--- config.mk ---
export PLATFORM = sky130hd
export DESIGN_NAME = bresenham_line_pixel_gen_core_flat
export DESIGN_NICKNAME = d
export VERILOG_FILES = /design/src/sv/blpg_pkg.sv /design/src/sv/blpg_if.sv /design/src/sv/blpg_pixel_calc.sv /design/src/sv/bresenham_line_pixel_gen_core.sv /design/src/flat_wrapper.sv
export SDC_FILE = /design/constraint.sdc
export NUM_CORES = 1
export LEC_CHECK = 0
export BUFFER_PORTS_ARGS = -buffer_cell sky130_fd_sc_hd__buf_4
export CAP_MARGIN = 40
export CORE_MARGIN = 10
export CORE_UTILIZATION = 30
export CTS_CLUSTER_DIAMETER = 50
export DETAILED_ROUTE_END_ITERATION = 10
export HOLD_SLACK_MARGIN = 0.03
export PLACE_DENSITY = 0.54
export SETUP_SLACK_MARGIN = 0.4
export SYNTH_ARGS = -nofsm -noshare
export SYNTH_HDL_FRONTEND = slang
export SYNTH_SLANG_ARGS = --single-unit
--- constraint.sdc ---
create_clock -name clk -period 8.4 [get_ports clk]
set_input_delay 0.42 -clock clk [delete_from_list [all_inputs] [get_ports clk]]
set_output_delay 0.42 -clock clk [all_outputs]
set_load 0.05 [all_outputs]
--- src/sv/blpg_pkg.sv ---
// Shared types and constants for the Bresenham line pixel generator.
// No dependencies; every other file of the block imports this package.
`default_nettype none

package blpg_pkg;

    // Width of the screen width, screen height and row stride registers and of the configuration data port.
    localparam int unsigned CFG_BITS    = 13;
    localparam int unsigned CFG_IDX_BITS = 2;
    localparam int unsigned COLOR_BITS  = 8;
    localparam int unsigned OFFSET_BITS = 24;
    localparam int unsigned VALUE_BITS  = 32;

    // Configuration register indexes.
    localparam logic [CFG_IDX_BITS-1:0] CFG_SCREEN_WIDTH   = 2'd0;
    localparam logic [CFG_IDX_BITS-1:0] CFG_SCREEN_HEIGHT  = 2'd1;
    localparam logic [CFG_IDX_BITS-1:0] CFG_ROW_STRIDE     = 2'd2;
    localparam logic [CFG_IDX_BITS-1:0] CFG_TRUECOLOR_MODE = 2'd3;

    // Reset values of the configuration registers.
    localparam logic [CFG_BITS-1:0] SCREEN_WIDTH_RESET  = 13'd320;
    localparam logic [CFG_BITS-1:0] SCREEN_HEIGHT_RESET = 13'd200;
    localparam logic [CFG_BITS-1:0] ROW_STRIDE_RESET    = 13'd320;

    // Operation codes of an input transaction.
    localparam logic OP_START = 1'b0;
    localparam logic OP_STEP  = 1'b1;

    typedef struct packed {
        logic [CFG_BITS-1:0] screen_width;
        logic [CFG_BITS-1:0] screen_height;
        logic [CFG_BITS-1:0] row_stride;
        logic                truecolor_mode;
    } cfg_t;

    localparam logic [VALUE_BITS-1:0] PALETTE_RGB [16] = '{
        32'h0000_0000, 32'h0000_00AA, 32'h0000_AA00, 32'h0000_AAAA,
        32'h00AA_0000, 32'h00AA_00AA, 32'h00AA_5500, 32'h00AA_AAAA,
        32'h0055_5555, 32'h0055_55FF, 32'h0055_FF55, 32'h0055_FFFF,
        32'h00FF_5555, 32'h00FF_55FF, 32'h00FF_FF55, 32'h00FF_FFFF
    };

    function automatic logic [VALUE_BITS-1:0] pixel_colour(
        input logic [COLOR_BITS-1:0] color,
        input logic                  truecolor
    );
        logic [VALUE_BITS-1:0] result;
        if (truecolor)
            result = PALETTE_RGB[color[3:0]];
        else
            result = {{(VALUE_BITS-COLOR_BITS){1'b0}}, color};
        return result;
    endfunction

endpackage

`default_nettype wire

--- src/sv/blpg_if.sv ---
// Valid/ready channel interfaces for line commands and generated pixels.
// Depends on blpg_pkg for the fixed field widths.
`default_nettype none

interface blpg_in_if #(
    parameter int COORD_BITS = 13
);
    import blpg_pkg::*;

    logic                         valid;
    logic                         ready;
    logic                         op;
    logic signed [COORD_BITS-1:0] start_x;
    logic signed [COORD_BITS-1:0] start_y;
    logic signed [COORD_BITS-1:0] end_x;
    logic signed [COORD_BITS-1:0] end_y;
    logic [COLOR_BITS-1:0]        color_index;

    modport source (
        output valid, op, start_x, start_y, end_x, end_y, color_index,
        input  ready
    );
    modport sink (
        input  valid, op, start_x, start_y, end_x, end_y, color_index,
        output ready
    );
endinterface

interface blpg_out_if #(
    parameter int COORD_BITS = 13
);
    import blpg_pkg::*;

    logic                         valid;
    logic                         ready;
    logic signed [COORD_BITS-1:0] pixel_x;
    logic signed [COORD_BITS-1:0] pixel_y;
    logic                         in_bounds;
    logic [OFFSET_BITS-1:0]       pixel_offset;
    logic [VALUE_BITS-1:0]        pixel_value;
    logic                         last_pixel;

    modport source (
        output valid, pixel_x, pixel_y, in_bounds, pixel_offset, pixel_value, last_pixel,
        input  ready
    );
    modport sink (
        input  valid, pixel_x, pixel_y, in_bounds, pixel_offset, pixel_value, last_pixel,
        output ready
    );
endinterface

`default_nettype wire

--- src/sv/blpg_pixel_calc.sv ---
// Per-pixel attributes: screen clipping, framebuffer offset and pixel value.
// Depends on blpg_pkg for the configuration struct and the palette.
`default_nettype none

module blpg_pixel_calc #(
    parameter int COORD_BITS = 13
) (
    input  wire logic signed [COORD_BITS-1:0]      cur_x,
    input  wire logic signed [COORD_BITS-1:0]      cur_y,
    input  wire logic [blpg_pkg::COLOR_BITS-1:0]   line_color,
    input  wire blpg_pkg::cfg_t                    cfg,
    output logic                                   in_bounds,
    output logic [blpg_pkg::OFFSET_BITS-1:0]       pixel_offset,
    output logic [blpg_pkg::VALUE_BITS-1:0]        pixel_value
);
    import blpg_pkg::*;

    localparam int unsigned CMP_BITS = (COORD_BITS > CFG_BITS) ? COORD_BITS : CFG_BITS;
    localparam int unsigned SUM_BITS = (COORD_BITS - 1 + CFG_BITS + 1 > OFFSET_BITS)
                                     ? (COORD_BITS - 1 + CFG_BITS + 1) : OFFSET_BITS;

    logic [CMP_BITS-1:0] x_cmp;
    logic [CMP_BITS-1:0] y_cmp;
    logic [CMP_BITS-1:0] width_cmp;
    logic [CMP_BITS-1:0] height_cmp;
    logic [SUM_BITS-1:0] row_base;
    logic [SUM_BITS-1:0] offset_sum;

    // A negative coordinate has its sign bit set and is rejected before the
    // unsigned compare, so the low bits can be treated as a magnitude.
    assign x_cmp      = CMP_BITS'(unsigned'(cur_x[COORD_BITS-2:0]));
    assign y_cmp      = CMP_BITS'(unsigned'(cur_y[COORD_BITS-2:0]));
    assign width_cmp  = CMP_BITS'(cfg.screen_width);
    assign height_cmp = CMP_BITS'(cfg.screen_height);

    always_comb
    begin
        in_bounds = !cur_x[COORD_BITS-1] && !cur_y[COORD_BITS-1] &&
                    (x_cmp < width_cmp) && (y_cmp < height_cmp);
        row_base   = SUM_BITS'(cur_y[COORD_BITS-2:0]) * SUM_BITS'(cfg.row_stride);
        offset_sum = row_base + SUM_BITS'(cur_x[COORD_BITS-2:0]);
        pixel_offset = in_bounds ? offset_sum[OFFSET_BITS-1:0] : '0;
        pixel_value  = pixel_colour(line_color, cfg.truecolor_mode);
    end

endmodule

`default_nettype wire

--- src/sv/bresenham_line_pixel_gen_core.sv ---
// Top level of the Bresenham line pixel generator: configuration registers,
// line stepping state and the result register.
// Depends on blpg_pkg, blpg_if.sv and blpg_pixel_calc.
`default_nettype none

// A start transaction loads two endpoints and a colour and produces no pixel;
// each following step transaction produces one pixel of the line, from start
// to end, and steps after the end pixel produce nothing. The block takes one
// transaction per clock cycle: each step's pixel and the next Bresenham error
// term are formed in the same cycle and captured in the result register and the
// line state, and a new transaction is accepted whenever that result register
// is empty or is being drained. The longest path is the row times stride
// multiply and column add of the framebuffer offset. Configuration is written
// through cfg_we, cfg_index and cfg_data and takes effect on the next pixel.

module bresenham_line_pixel_gen_core #(
    parameter int COORD_BITS = 13
) (
    input  wire logic                            clk,
    input  wire logic                            rst_n,
    input  wire logic                            cfg_we,
    input  wire logic [blpg_pkg::CFG_IDX_BITS-1:0] cfg_index,
    input  wire logic [blpg_pkg::CFG_BITS-1:0]     cfg_data,
    blpg_in_if.sink                              in_ch,
    blpg_out_if.source                           out_ch
);
    import blpg_pkg::*;

    localparam int unsigned DX_BITS  = COORD_BITS + 1;
    localparam int unsigned DY_BITS  = COORD_BITS + 2;
    localparam int unsigned ERR_BITS = COORD_BITS + 3;
    localparam int unsigned E2_BITS  = COORD_BITS + 4;

    // Configuration registers.
    cfg_t cfg_reg;

    always_ff @(posedge clk or negedge rst_n)
    begin
        if (!rst_n)
        begin
            cfg_reg.screen_width   <= SCREEN_WIDTH_RESET;
            cfg_reg.screen_height  <= SCREEN_HEIGHT_RESET;
            cfg_reg.row_stride     <= ROW_STRIDE_RESET;
            cfg_reg.truecolor_mode <= 1'b0;
        end
        else if (cfg_we)
        begin
            case (cfg_index)
                CFG_SCREEN_WIDTH:   cfg_reg.screen_width   <= cfg_data;
                CFG_SCREEN_HEIGHT:  cfg_reg.screen_height  <= cfg_data;
                CFG_ROW_STRIDE:     cfg_reg.row_stride     <= cfg_data;
                CFG_TRUECOLOR_MODE: cfg_reg.truecolor_mode <= cfg_data[0];
                default:            ;
            endcase
        end
    end

    // Line state.
    logic signed [COORD_BITS-1:0] cur_x_reg,  cur_x_next;
    logic signed [COORD_BITS-1:0] cur_y_reg,  cur_y_next;
    logic signed [COORD_BITS-1:0] goal_x_reg, goal_x_next;
    logic signed [COORD_BITS-1:0] goal_y_reg, goal_y_next;
    logic        [DX_BITS-1:0]    abs_dx_reg, abs_dx_next;
    logic signed [DY_BITS-1:0]    neg_dy_reg, neg_dy_next;
    logic signed [ERR_BITS-1:0]   err_reg,    err_next;
    logic                         dir_x_neg_reg, dir_x_neg_next;
    logic                         dir_y_neg_reg, dir_y_neg_next;
    logic                         line_active_reg, line_active_next;
    logic [COLOR_BITS-1:0]        line_color_reg, line_color_next;

    // Result register.
    logic                         out_valid_reg;
    logic signed [COORD_BITS-1:0] pixel_x_reg;
    logic signed [COORD_BITS-1:0] pixel_y_reg;
    logic                         in_bounds_reg;
    logic [OFFSET_BITS-1:0]       pixel_offset_reg;
    logic [VALUE_BITS-1:0]        pixel_value_reg;
    logic                         last_pixel_reg;

    logic in_ready;
    logic in_fire;
    logic step_fire;
    logic at_goal;

    logic                         calc_in_bounds;
    logic [OFFSET_BITS-1:0]       calc_offset;
    logic [VALUE_BITS-1:0]        calc_value;

    logic signed [DX_BITS-1:0]    dx;
    logic signed [DY_BITS-1:0]    dy;
    logic signed [E2_BITS-1:0]    e2;
    logic signed [E2_BITS-1:0]    abs_dx_ext;
    logic signed [E2_BITS-1:0]    neg_dy_ext;
    logic                         step_x;
    logic                         step_y;
    logic signed [ERR_BITS-1:0]   err_add_x;
    logic signed [ERR_BITS-1:0]   err_add_y;

    assign in_ready  = !out_valid_reg || out_ch.ready;
    assign in_fire   = in_ch.valid && in_ready;
    assign step_fire = in_fire && (in_ch.op == OP_STEP) && line_active_reg;
    assign at_goal   = (cur_x_reg == goal_x_reg) && (cur_y_reg == goal_y_reg);

    assign in_ch.ready = in_ready;

    blpg_pixel_calc #(
        .COORD_BITS (COORD_BITS)
    ) u_pixel_calc (
        .cur_x        (cur_x_reg),
        .cur_y        (cur_y_reg),
        .line_color   (line_color_reg),
        .cfg          (cfg_reg),
        .in_bounds    (calc_in_bounds),
        .pixel_offset (calc_offset),
        .pixel_value  (calc_value)
    );

    always_comb
    begin
        cur_x_next       = cur_x_reg;
        cur_y_next       = cur_y_reg;
        goal_x_next      = goal_x_reg;
        goal_y_next      = goal_y_reg;
        abs_dx_next      = abs_dx_reg;
        neg_dy_next      = neg_dy_reg;
        err_next         = err_reg;
        dir_x_neg_next   = dir_x_neg_reg;
        dir_y_neg_next   = dir_y_neg_reg;
        line_active_next = line_active_reg;
        line_color_next  = line_color_reg;

        // Start set-up: deltas with the signs folded so that one error term
        // serves every octant.
        dx = DX_BITS'(in_ch.end_x) - DX_BITS'(in_ch.start_x);
        dy = DY_BITS'(in_ch.end_y) - DY_BITS'(in_ch.start_y);

        // Bresenham step: the doubled error decides which axes advance.
        e2         = E2_BITS'(err_reg) <<< 1;
        abs_dx_ext = signed'(E2_BITS'(abs_dx_reg));
        neg_dy_ext = E2_BITS'(neg_dy_reg);
        step_x     = e2 >= neg_dy_ext;
        step_y     = e2 <= abs_dx_ext;
        err_add_x  = step_x ? ERR_BITS'(neg_dy_reg) : '0;
        err_add_y  = step_y ? signed'(ERR_BITS'(abs_dx_reg)) : '0;

        if (in_fire && (in_ch.op == OP_START))
        begin
            abs_dx_next      = dx[DX_BITS-1] ? DX_BITS'(-dx) : DX_BITS'(dx);
            neg_dy_next      = (dy > 0) ? -dy : dy;
            err_next         = signed'(ERR_BITS'(abs_dx_next)) + ERR_BITS'(neg_dy_next);
            dir_x_neg_next   = !(in_ch.start_x < in_ch.end_x);
            dir_y_neg_next   = !(in_ch.start_y < in_ch.end_y);
            cur_x_next       = in_ch.start_x;
            cur_y_next       = in_ch.start_y;
            goal_x_next      = in_ch.end_x;
            goal_y_next      = in_ch.end_y;
            line_color_next  = in_ch.color_index;
            line_active_next = 1'b1;
        end
        else if (step_fire)
        begin
            if (at_goal)
            begin
                line_active_next = 1'b0;
            end
            else
            begin
                err_next = err_reg + err_add_x + err_add_y;
                if (step_x)
                    cur_x_next = dir_x_neg_reg ? cur_x_reg - 1'b1 : cur_x_reg + 1'b1;
                if (step_y)
                    cur_y_next = dir_y_neg_reg ? cur_y_reg - 1'b1 : cur_y_reg + 1'b1;
            end
        end
    end

    always_ff @(posedge clk or negedge rst_n)
    begin
        if (!rst_n)
        begin
            cur_x_reg       <= '0;
            cur_y_reg       <= '0;
            goal_x_reg      <= '0;
            goal_y_reg      <= '0;
            abs_dx_reg      <= '0;
            neg_dy_reg      <= '0;
            err_reg         <= '0;
            dir_x_neg_reg   <= 1'b0;
            dir_y_neg_reg   <= 1'b0;
            line_active_reg <= 1'b0;
            line_color_reg  <= '0;
        end
        else
        begin
            cur_x_reg       <= cur_x_next;
            cur_y_reg       <= cur_y_next;
            goal_x_reg      <= goal_x_next;
            goal_y_reg      <= goal_y_next;
            abs_dx_reg      <= abs_dx_next;
            neg_dy_reg      <= neg_dy_next;
            err_reg         <= err_next;
            dir_x_neg_reg   <= dir_x_neg_next;
            dir_y_neg_reg   <= dir_y_neg_next;
            line_active_reg <= line_active_next;
            line_color_reg  <= line_color_next;
        end
    end

    always_ff @(posedge clk or negedge rst_n)
    begin
        if (!rst_n)
            out_valid_reg <= 1'b0;
        else if (step_fire)
            out_valid_reg <= 1'b1;
        else if (out_ch.ready)
            out_valid_reg <= 1'b0;
    end

    always_ff @(posedge clk)
    begin
        if (step_fire)
        begin
            pixel_x_reg      <= cur_x_reg;
            pixel_y_reg      <= cur_y_reg;
            in_bounds_reg    <= calc_in_bounds;
            pixel_offset_reg <= calc_offset;
            pixel_value_reg  <= calc_value;
            last_pixel_reg   <= at_goal;
        end
    end

    assign out_ch.valid        = out_valid_reg;
    assign out_ch.pixel_x      = pixel_x_reg;
    assign out_ch.pixel_y      = pixel_y_reg;
    assign out_ch.in_bounds    = in_bounds_reg;
    assign out_ch.pixel_offset = pixel_offset_reg;
    assign out_ch.pixel_value  = pixel_value_reg;
    assign out_ch.last_pixel   = last_pixel_reg;

    // A clipped pixel never carries a framebuffer offset.
    assert property (@(posedge clk) disable iff (!rst_n)
        (out_valid_reg && !in_bounds_reg) |-> (pixel_offset_reg == '0))
        else $error("clipped pixel has a non-zero offset");

    // Delivering the end pixel retires the line.
    assert property (@(posedge clk) disable iff (!rst_n)
        (step_fire && at_goal) |=> !line_active_reg)
        else $error("line still active after its last pixel");

    // A start transaction always leaves a line loaded.
    assert property (@(posedge clk) disable iff (!rst_n)
        (in_fire && (in_ch.op == OP_START)) |=> line_active_reg)
        else $error("start transaction did not load a line");

    // An empty result register never holds off the input side.
    assert property (@(posedge clk) disable iff (!rst_n)
        !out_valid_reg |-> in_ready)
        else $error("input stalled with an empty result register");

    // A result held under back-pressure is not overwritten.
    assert property (@(posedge clk) disable iff (!rst_n)
        (out_valid_reg && !out_ch.ready) |-> !step_fire)
        else $error("pixel produced while the result register was stalled");

endmodule

`default_nettype wire

--- src/flat_wrapper.sv ---
// flat-port wrapper written by rule: the top's interface ports become plain ports
module bresenham_line_pixel_gen_core_flat import blpg_pkg::*;
#(
    parameter int COORD_BITS = 13
)
  (clk, rst_n, cfg_we, cfg_index, cfg_data, in_ch_valid, in_ch_op, in_ch_start_x, in_ch_start_y, in_ch_end_x, in_ch_end_y, in_ch_color_index, in_ch_ready, out_ch_valid, out_ch_pixel_x, out_ch_pixel_y, out_ch_in_bounds, out_ch_pixel_offset, out_ch_pixel_value, out_ch_last_pixel, out_ch_ready);
  blpg_in_if #(.COORD_BITS(COORD_BITS)) in_ch_i ();
  blpg_out_if #(.COORD_BITS(COORD_BITS)) out_ch_i ();
  input  wire logic clk;
  input  wire logic rst_n;
  input  wire logic cfg_we;
  input  wire logic [blpg_pkg::CFG_IDX_BITS-1:0] cfg_index;
  input  wire logic [blpg_pkg::CFG_BITS-1:0] cfg_data;
  input wire logic [$bits(in_ch_i.valid)-1:0] in_ch_valid;
  input wire logic [$bits(in_ch_i.op)-1:0] in_ch_op;
  input wire logic [$bits(in_ch_i.start_x)-1:0] in_ch_start_x;
  input wire logic [$bits(in_ch_i.start_y)-1:0] in_ch_start_y;
  input wire logic [$bits(in_ch_i.end_x)-1:0] in_ch_end_x;
  input wire logic [$bits(in_ch_i.end_y)-1:0] in_ch_end_y;
  input wire logic [$bits(in_ch_i.color_index)-1:0] in_ch_color_index;
  output wire logic [$bits(in_ch_i.ready)-1:0] in_ch_ready;
  output wire logic [$bits(out_ch_i.valid)-1:0] out_ch_valid;
  output wire logic [$bits(out_ch_i.pixel_x)-1:0] out_ch_pixel_x;
  output wire logic [$bits(out_ch_i.pixel_y)-1:0] out_ch_pixel_y;
  output wire logic [$bits(out_ch_i.in_bounds)-1:0] out_ch_in_bounds;
  output wire logic [$bits(out_ch_i.pixel_offset)-1:0] out_ch_pixel_offset;
  output wire logic [$bits(out_ch_i.pixel_value)-1:0] out_ch_pixel_value;
  output wire logic [$bits(out_ch_i.last_pixel)-1:0] out_ch_last_pixel;
  input wire logic [$bits(out_ch_i.ready)-1:0] out_ch_ready;
  assign in_ch_i.valid = in_ch_valid;
  assign in_ch_i.op = in_ch_op;
  assign in_ch_i.start_x = in_ch_start_x;
  assign in_ch_i.start_y = in_ch_start_y;
  assign in_ch_i.end_x = in_ch_end_x;
  assign in_ch_i.end_y = in_ch_end_y;
  assign in_ch_i.color_index = in_ch_color_index;
  assign in_ch_ready = in_ch_i.ready;
  assign out_ch_valid = out_ch_i.valid;
  assign out_ch_pixel_x = out_ch_i.pixel_x;
  assign out_ch_pixel_y = out_ch_i.pixel_y;
  assign out_ch_in_bounds = out_ch_i.in_bounds;
  assign out_ch_pixel_offset = out_ch_i.pixel_offset;
  assign out_ch_pixel_value = out_ch_i.pixel_value;
  assign out_ch_last_pixel = out_ch_i.last_pixel;
  assign out_ch_i.ready = out_ch_ready;
  bresenham_line_pixel_gen_core #(.COORD_BITS(COORD_BITS)) u_core (.clk(clk), .rst_n(rst_n), .cfg_we(cfg_we), .cfg_index(cfg_index), .cfg_data(cfg_data), .in_ch(in_ch_i), .out_ch(out_ch_i));
endmodule
==> impl_metrics.json, run 1 <==
{
  "status": "complete, no violations",
  "crit_required_ns": 8.70,
  "finalHoldWorstSlack_ns": 0.0587,
  "cts_buffers": 36,
  "yosys_most_used_dff": "dfrtp_1",
  "synthArstFlopShare": 0.700,
  "cts_num_sinks": 213,
  "htreeDepth": 2,
  "synth.top_cell.area_share": 0.181,
  "layout-drive-gt1-share": 0.138,
  "slew_violations": 0,
  "die_area_um2": 76100,
  "rsz0062_at_grt": "no",
  "ant_nets": 0,
  "maxCapViolCount": 0,
  "maxClockFrequency_mhz": 158,
  "ios": 167,
  "route.vias.total": 15129,
  "antenna_cells": 0,
  "tightest_slew_ns": 0.850,
  "setup_tns_ns": 0,
  "reg2reg_from": "u_core.cur_y_reg[5]",
  "clk_path_buf_depth": 3,
  "fp.dieW_um": 276,
  "start_util": 0.304,
  "io_buffers": 158,
  "report.final.hold_viol_count": 0,
  "syn_area_um2": 19600,
  "synth_area_leaders": "dfrtp_1, fa_1, ha_1",
  "globalplace.congestion": 0.860,
  "seqCellArea_um2": 5660,
  "cp.arrival_ns": 6.65,
  "synth_edf_count": 64,
  "fin_crit_ns": 6.35,
  "design_area_um2": 23000,
  "synth_cells": 2121,
  "finalSetupViolCount": 0,
  "grt_use_total": 0.155,
  "min-delay-start": "in_ch_color_index[6]",
  "drc_errors": 0,
  "grt_pass1_vias": 15916,
  "largest_reg_flops": 40,
  "fin_nets": 2681,
  "ys_ff_latch": 213,
  "fin_skew_ns": 0.0278,
  "yosysSeqAreaShare": 0.288,
  "yosys.area.top_type": "dfrtp_1",
  "timing.final.crit_share": 0.755,
  "clkSlewWorstSetupHoldPaths_ns": 0.05,
  "crit_path_start_kind": "flip-flop",
  "clk_latency_ns": 0.58,
  "cts_tree": "built",
  "ctsResizeCount": 0,
  "antenna_found_initial": 0,
  "multi_input_area_um2": 12400,
  "viasPerCell": 4.81,
  "wirelength_um": 58300,
  "critPathMaxFanout": 18,
  "yosysUniqueCellTypes": 76,
  "first_pass_iters": 5,
  "row_count": 93,
  "fillCellCount": 6597,
  "critPathCaptureType": "flip-flop",
  "hold_class": "input port to flip-flop",
  "core_area_um2": 64600,
  "place_area_um2": 21700,
  "worstSetupPathType": "flip-flop to flip-flop",
  "syn_to_final_growth_pct": 17.1,
  "die_h_um": 276,
  "grt_overflow": 0,
  "grt_max_degree": 83,
  "worstSetupStartpoint": "u_core.cur_y_reg[5]",
  "relSlewSlack": 0.433,
  "hpwl_um": 46100,
  "drt_iter0_markers": 912,
  "wl_per_cell_um": 18.5,
  "syn_avg_cell_area_um2": 9.26,
  "cts_root_buf": "clkbuf_16",
  "grt_first_pass_wirelength_um": 92400,
  "worst-r2r-setup-slack_ns": 2.05,
  "yosys_warnings": 0
}
synth_stat cells (45+ instances only):
| master | count |
|---|---|
| mux2_2 | 52 |
| and2_1 | 83 |
| o21ai_0 | 100 |
| xnor2_1 | 86 |
| edfxtp_1 | 64 |
| nand2_1 | 271 |
| clkbuf_1 | 57 |
| inv_1 | 338 |
| fa_1 | 140 |
| a21oi_1 | 69 |
| ha_1 | 200 |
| xor2_1 | 45 |
| dfrtp_1 | 142 |
| nor2_1 | 92 |
per-layer routing:
layer	GRT usage	vias to the layer above	share of wire	routed length [µm]
li1	-	7320	-	-
met4	0.0406	0	0.023	1340
met5	0	-	0	0
met2	0.255	283	0.46	26900
met1	0.209	7454	0.47	27100
met3	0.0250	72	0.049	2880
kinds of logic after synthesis:
family	Yosys count	synth area share
other	1	0.000191
adder cells (fa/ha/maj)	340	0.270
XOR/XNOR	131	0.0584
flip-flops	213	0.288
buffers and inverters	422	0.0846
AND/OR/NAND/NOR	596	0.144
multiplexers	56	0.0321
AO/OA/AOI/OAI	362	0.122
worst max-delay path, stage by stage (launching register included):
cell,delay (ns)
dfrtp_1,0.87
nand2_1,0.17
fa_1,0.57
inv_1,0.05
fa_1,0.50
inv_1,0.05
fa_1,0.47
inv_1,0.05
fa_1,0.53
inv_1,0.05
fa_1,0.53
inv_1,0.04
ha_1,0.21
a21o_1,0.16
a21o_1,0.21
a22o_1,0.19
a311o_1,0.32
a21o_1,0.22
a221o_1,0.32
a221oi_1,0.35
xor2_1,0.18
nor2_1,0.05
path summary, 6_finish.rpt:
kind	end	depth (start not counted)
worst max register to register	u_core.out_ch.pixel_offset[22]	21
worst min-delay path	u_core.line_color_reg[6]	3
worst max-delay path	u_core.out_ch.pixel_offset[22]	21
min in group asynchronous	u_core.abs_dx_reg[0]	2
worst min register to register	u_core.goal_x_reg[10]	2
max in group asynchronous	u_core.cfg_reg[35]	4
layout by cell type, fill, tap and decap left out, drive strengths merged, types with 7 or more instances in the layout:
cell type and n:
a211o 8, a211oi 15, a21o 33, a21oi 69, a221o 14, a31oi 15, and2 84, and3 8
buf 173, clkbuf 46, clkinv 8, conb 8, dfrtp 142, dfstp 7, edfxtp 64, fa 140
ha 200, inv 344, mux2 53, nand2 271, nand2b 15, nand3 17, nand4 18, nor2 92
nor2b 18, nor3 26, nor4 7, o211ai 8, o21a 13, o21ai 101, o21bai 9, o221ai 8
o22ai 9, o31ai 11, or2 7, or3 10, xnor2 86, xor2 45
final cells by class:
| class | count | area share |
|---|---|---|
| flip-flops and latches | 213 | 0.246 |
| well taps | 855 | 0.0465 |
| clock buffers | 46 | 0.0444 |
| repair buffers | 178 | 0.0603 |
| clock inverters | 20 | 0.0104 |
| inverters | 338 | 0.0552 |
| multi-input cells | 1493 | 0.537 |
repair_timing:
action                     in CTS  in global routing
setup buffers                   0                  0
hold endpoints to repair       85                  0
setup endpoints to repair       0                  0
hold buffers                    5                  0
per-stage QoR:
stage                     std cells   util  setup slack (ns)
after global routing           3143  0.356              1.69
after CTS                      3143  0.356              2.03
after floorplan                2128      -              2.49
final                          3143  0.356              2.05
after detailed placement       3072  0.336              2.04
after global placement         3067  0.335              2.09
Power of run 1 is left out: the tool's default activity adds up to more than one toggle a clock period on the data nets, which glitch-free logic cannot reach.
==> inputs of run 2 (changes only) <==
Settings changed: PLACE_DENSITY 0.54 to 0.55.
Clock period 8.4 ns to 5.1 ns, I/O delays scaled along.
==> impl_metrics.json, run 2 (synthesis results as in run 1) <==
{
  "clk_path_buf_depth": 3,
  "grt_pass1_vias": 17440,
  "start_util": 0.304,
  "critPathMaxFanout": 4,
  "grt_overflow": 0,
  "hpwl_um": 49200,
  "status": "finished, violations left",
  "drt_iter0_markers": 1173,
  "antenna_cells": 0,
  "report.final.hold_viol_count": 0,
  "cp_slowest_cell": "fa_1",
  "critical_path.cell_chain": "buf_6 -> and2_4 -> fa_1 -> inv_2 -> fa_2 -> inv_2 -> fa_1 -> inv_2 -> fa_2 -> fa_1 -> inv_2 -> ha_4 -> or3_4 -> o311a_4 -> a311o_1 -> a21o_1 -> a221o_1 -> a221oi_2 -> xor2_1 -> nor2_1",
  "grt_use_met2": 0.272,
  "crit_family": "adder cells",
  "ant_nets": 0,
  "io_buffers": 158,
  "slowest_delay_ns": 0.54,
  "critPathBufInv": 5,
  "mostFrequentLayoutCell": "buf_4",
  "clkSlewWorstSetupHoldPaths_ns": 0.06,
  "ios": 167,
  "antenna_found_initial": 0,
  "setup_tns_ns": -3.72,
  "wl_per_cell_um": 18.2,
  "violations": "negative setup slack",
  "grt_use_total": 0.162,
  "relSlewSlack": 0.495,
  "htreeDepth": 1,
  "globalplace.congestion": 0.897,
  "hold_class": "input port to flip-flop",
  "clk_latency_ns": 0.61,
  "cts_root_buf": "clkbuf_16",
  "layout-drive-gt1-share": 0.275,
  "cp.arrival_ns": 6.12,
  "maxClockFrequency_mhz": 173,
  "first_pass_iters": 5,
  "use_met1": 0.215,
  "cp_common_cell": "inv_2",
  "route.vias.total": 16451,
  "timing.final.crit_share": 1.14,
  "maxCapViolCount": 0,
  "fin_nets": 2960,
  "crit_required_ns": 5.42,
  "crit_path_start_kind": "flip-flop",
  "drc_errors": 0,
  "grt_busiest_layer": "met2",
  "layout_setup_ws_ns": -0.695,
  "wirelength_um": 62300,
  "cts_num_sinks": 213,
  "cts_buffers": 31,
  "final_cell_mix": "buf_4, inv_1, nand2_1, ha_1, fa_1",
  "die_h_um": 276,
  "use_met3": 0.0224,
  "grt_first_pass_wirelength_um": 97300,
  "critPathCaptureType": "flip-flop",
  "worstSetupPathType": "flip-flop to flip-flop",
  "core_area_um2": 64600,
  "fp.dieW_um": 276,
  "syn_to_final_growth_pct": 32.6,
  "tightest_slew_ns": 0.751,
  "row_count": 93,
  "finalSetupViolCount": 9,
  "fin_skew_ns": 0.0346,
  "viasPerCell": 4.81,
  "largest_reg_flops": 40,
  "fillCellCount": 6349,
  "grt_max_degree": 63,
  "cts_tree": "built",
  "fin_crit_ns": 5.79,
  "slew_violations": 0,
  "rsz0062_at_grt": "yes",
  "die_area_um2": 76100
}
==> run 2: cell count changes in the layout (fill, tap and decap cells not counted), sizes merged <==
| cell | delta |
|---|---|
| clkbuf | -4 |
| clkinv | +2 |
| buf | +226 |
| dlygate4sd3 | +58 |
| clkinvlp | -2 |
| inv | -4 |
==> run 2: repair_timing <==
action	4_1_cts	5_1_grt
gates resized for setup	112	81
pin swaps	60	84
hold buffers	63	0
setup endpoints to repair	23	23
setup buffers	29	17
endpoints found under the hold margin	133	0
==> run 2: final timing paths <==
path	slack, ns	cells past startpoint	end	startpoint
worst max-delay path	-0.69	20	u_core.out_ch.pixel_offset[22]	u_core.cur_y_reg[0]
worst min-delay path	0.05	2	u_core.cur_y_reg[2]	in_ch_start_y[2]
worst max register to register	-0.69	20	u_core.out_ch.pixel_offset[22]	u_core.cur_y_reg[0]
worst min register to register	0.49	2	u_core.goal_x_reg[10]	u_core.goal_x_reg[10]
max in group asynchronous	3.73	3	u_core.cur_y_reg[2]	rst_n
min in group asynchronous	0.21	2	u_core.dir_x_neg_reg	rst_n
==> run 2: area by class of cell <==
cell class | instances | area [µm²] | share of cell area
clock buffer | 42 | 847 | 0.0325
clock inverter | 16 | 171 | 0.00658
inverter | 338 | 1270 | 0.0489
multi-input combinational | 1493 | 13200 | 0.508
sequential | 213 | 5680 | 0.218
tap | 855 | 1070 | 0.0411
timing repair buffer | 462 | 3780 | 0.145
==> run 2: stage by stage <==
step | setup slack [ns] | cell area, µm² | utilization | instances | hold slack (ns)
CTS | -0.694 | 25500 | 0.395 | 3402 | 0.0328
floorplan | -0.642 | 20000 | - | 2128 | -0.0406
detailed placement | -0.745 | 23200 | 0.359 | 3252 | 0.237
finish | -0.695 | 26000 | 0.403 | 3419 | 0.0470
global placement | -0.697 | 23200 | 0.359 | 3250 | 0.233
global route | -0.865 | 26000 | 0.403 | 3419 | 0.0312
==> run 2: routing by layer <==
metal | share of wire | wire, µm | vias to the layer above
met5 | 0 | 0 | -
met2 | 0.47 | 29400 | 388
li1 | - | - | 7882
met4 | 0.026 | 1610 | 0
met1 | 0.45 | 27900 | 8103
met3 | 0.053 | 3300 | 78
Power of run 2 is left out for the same reason.
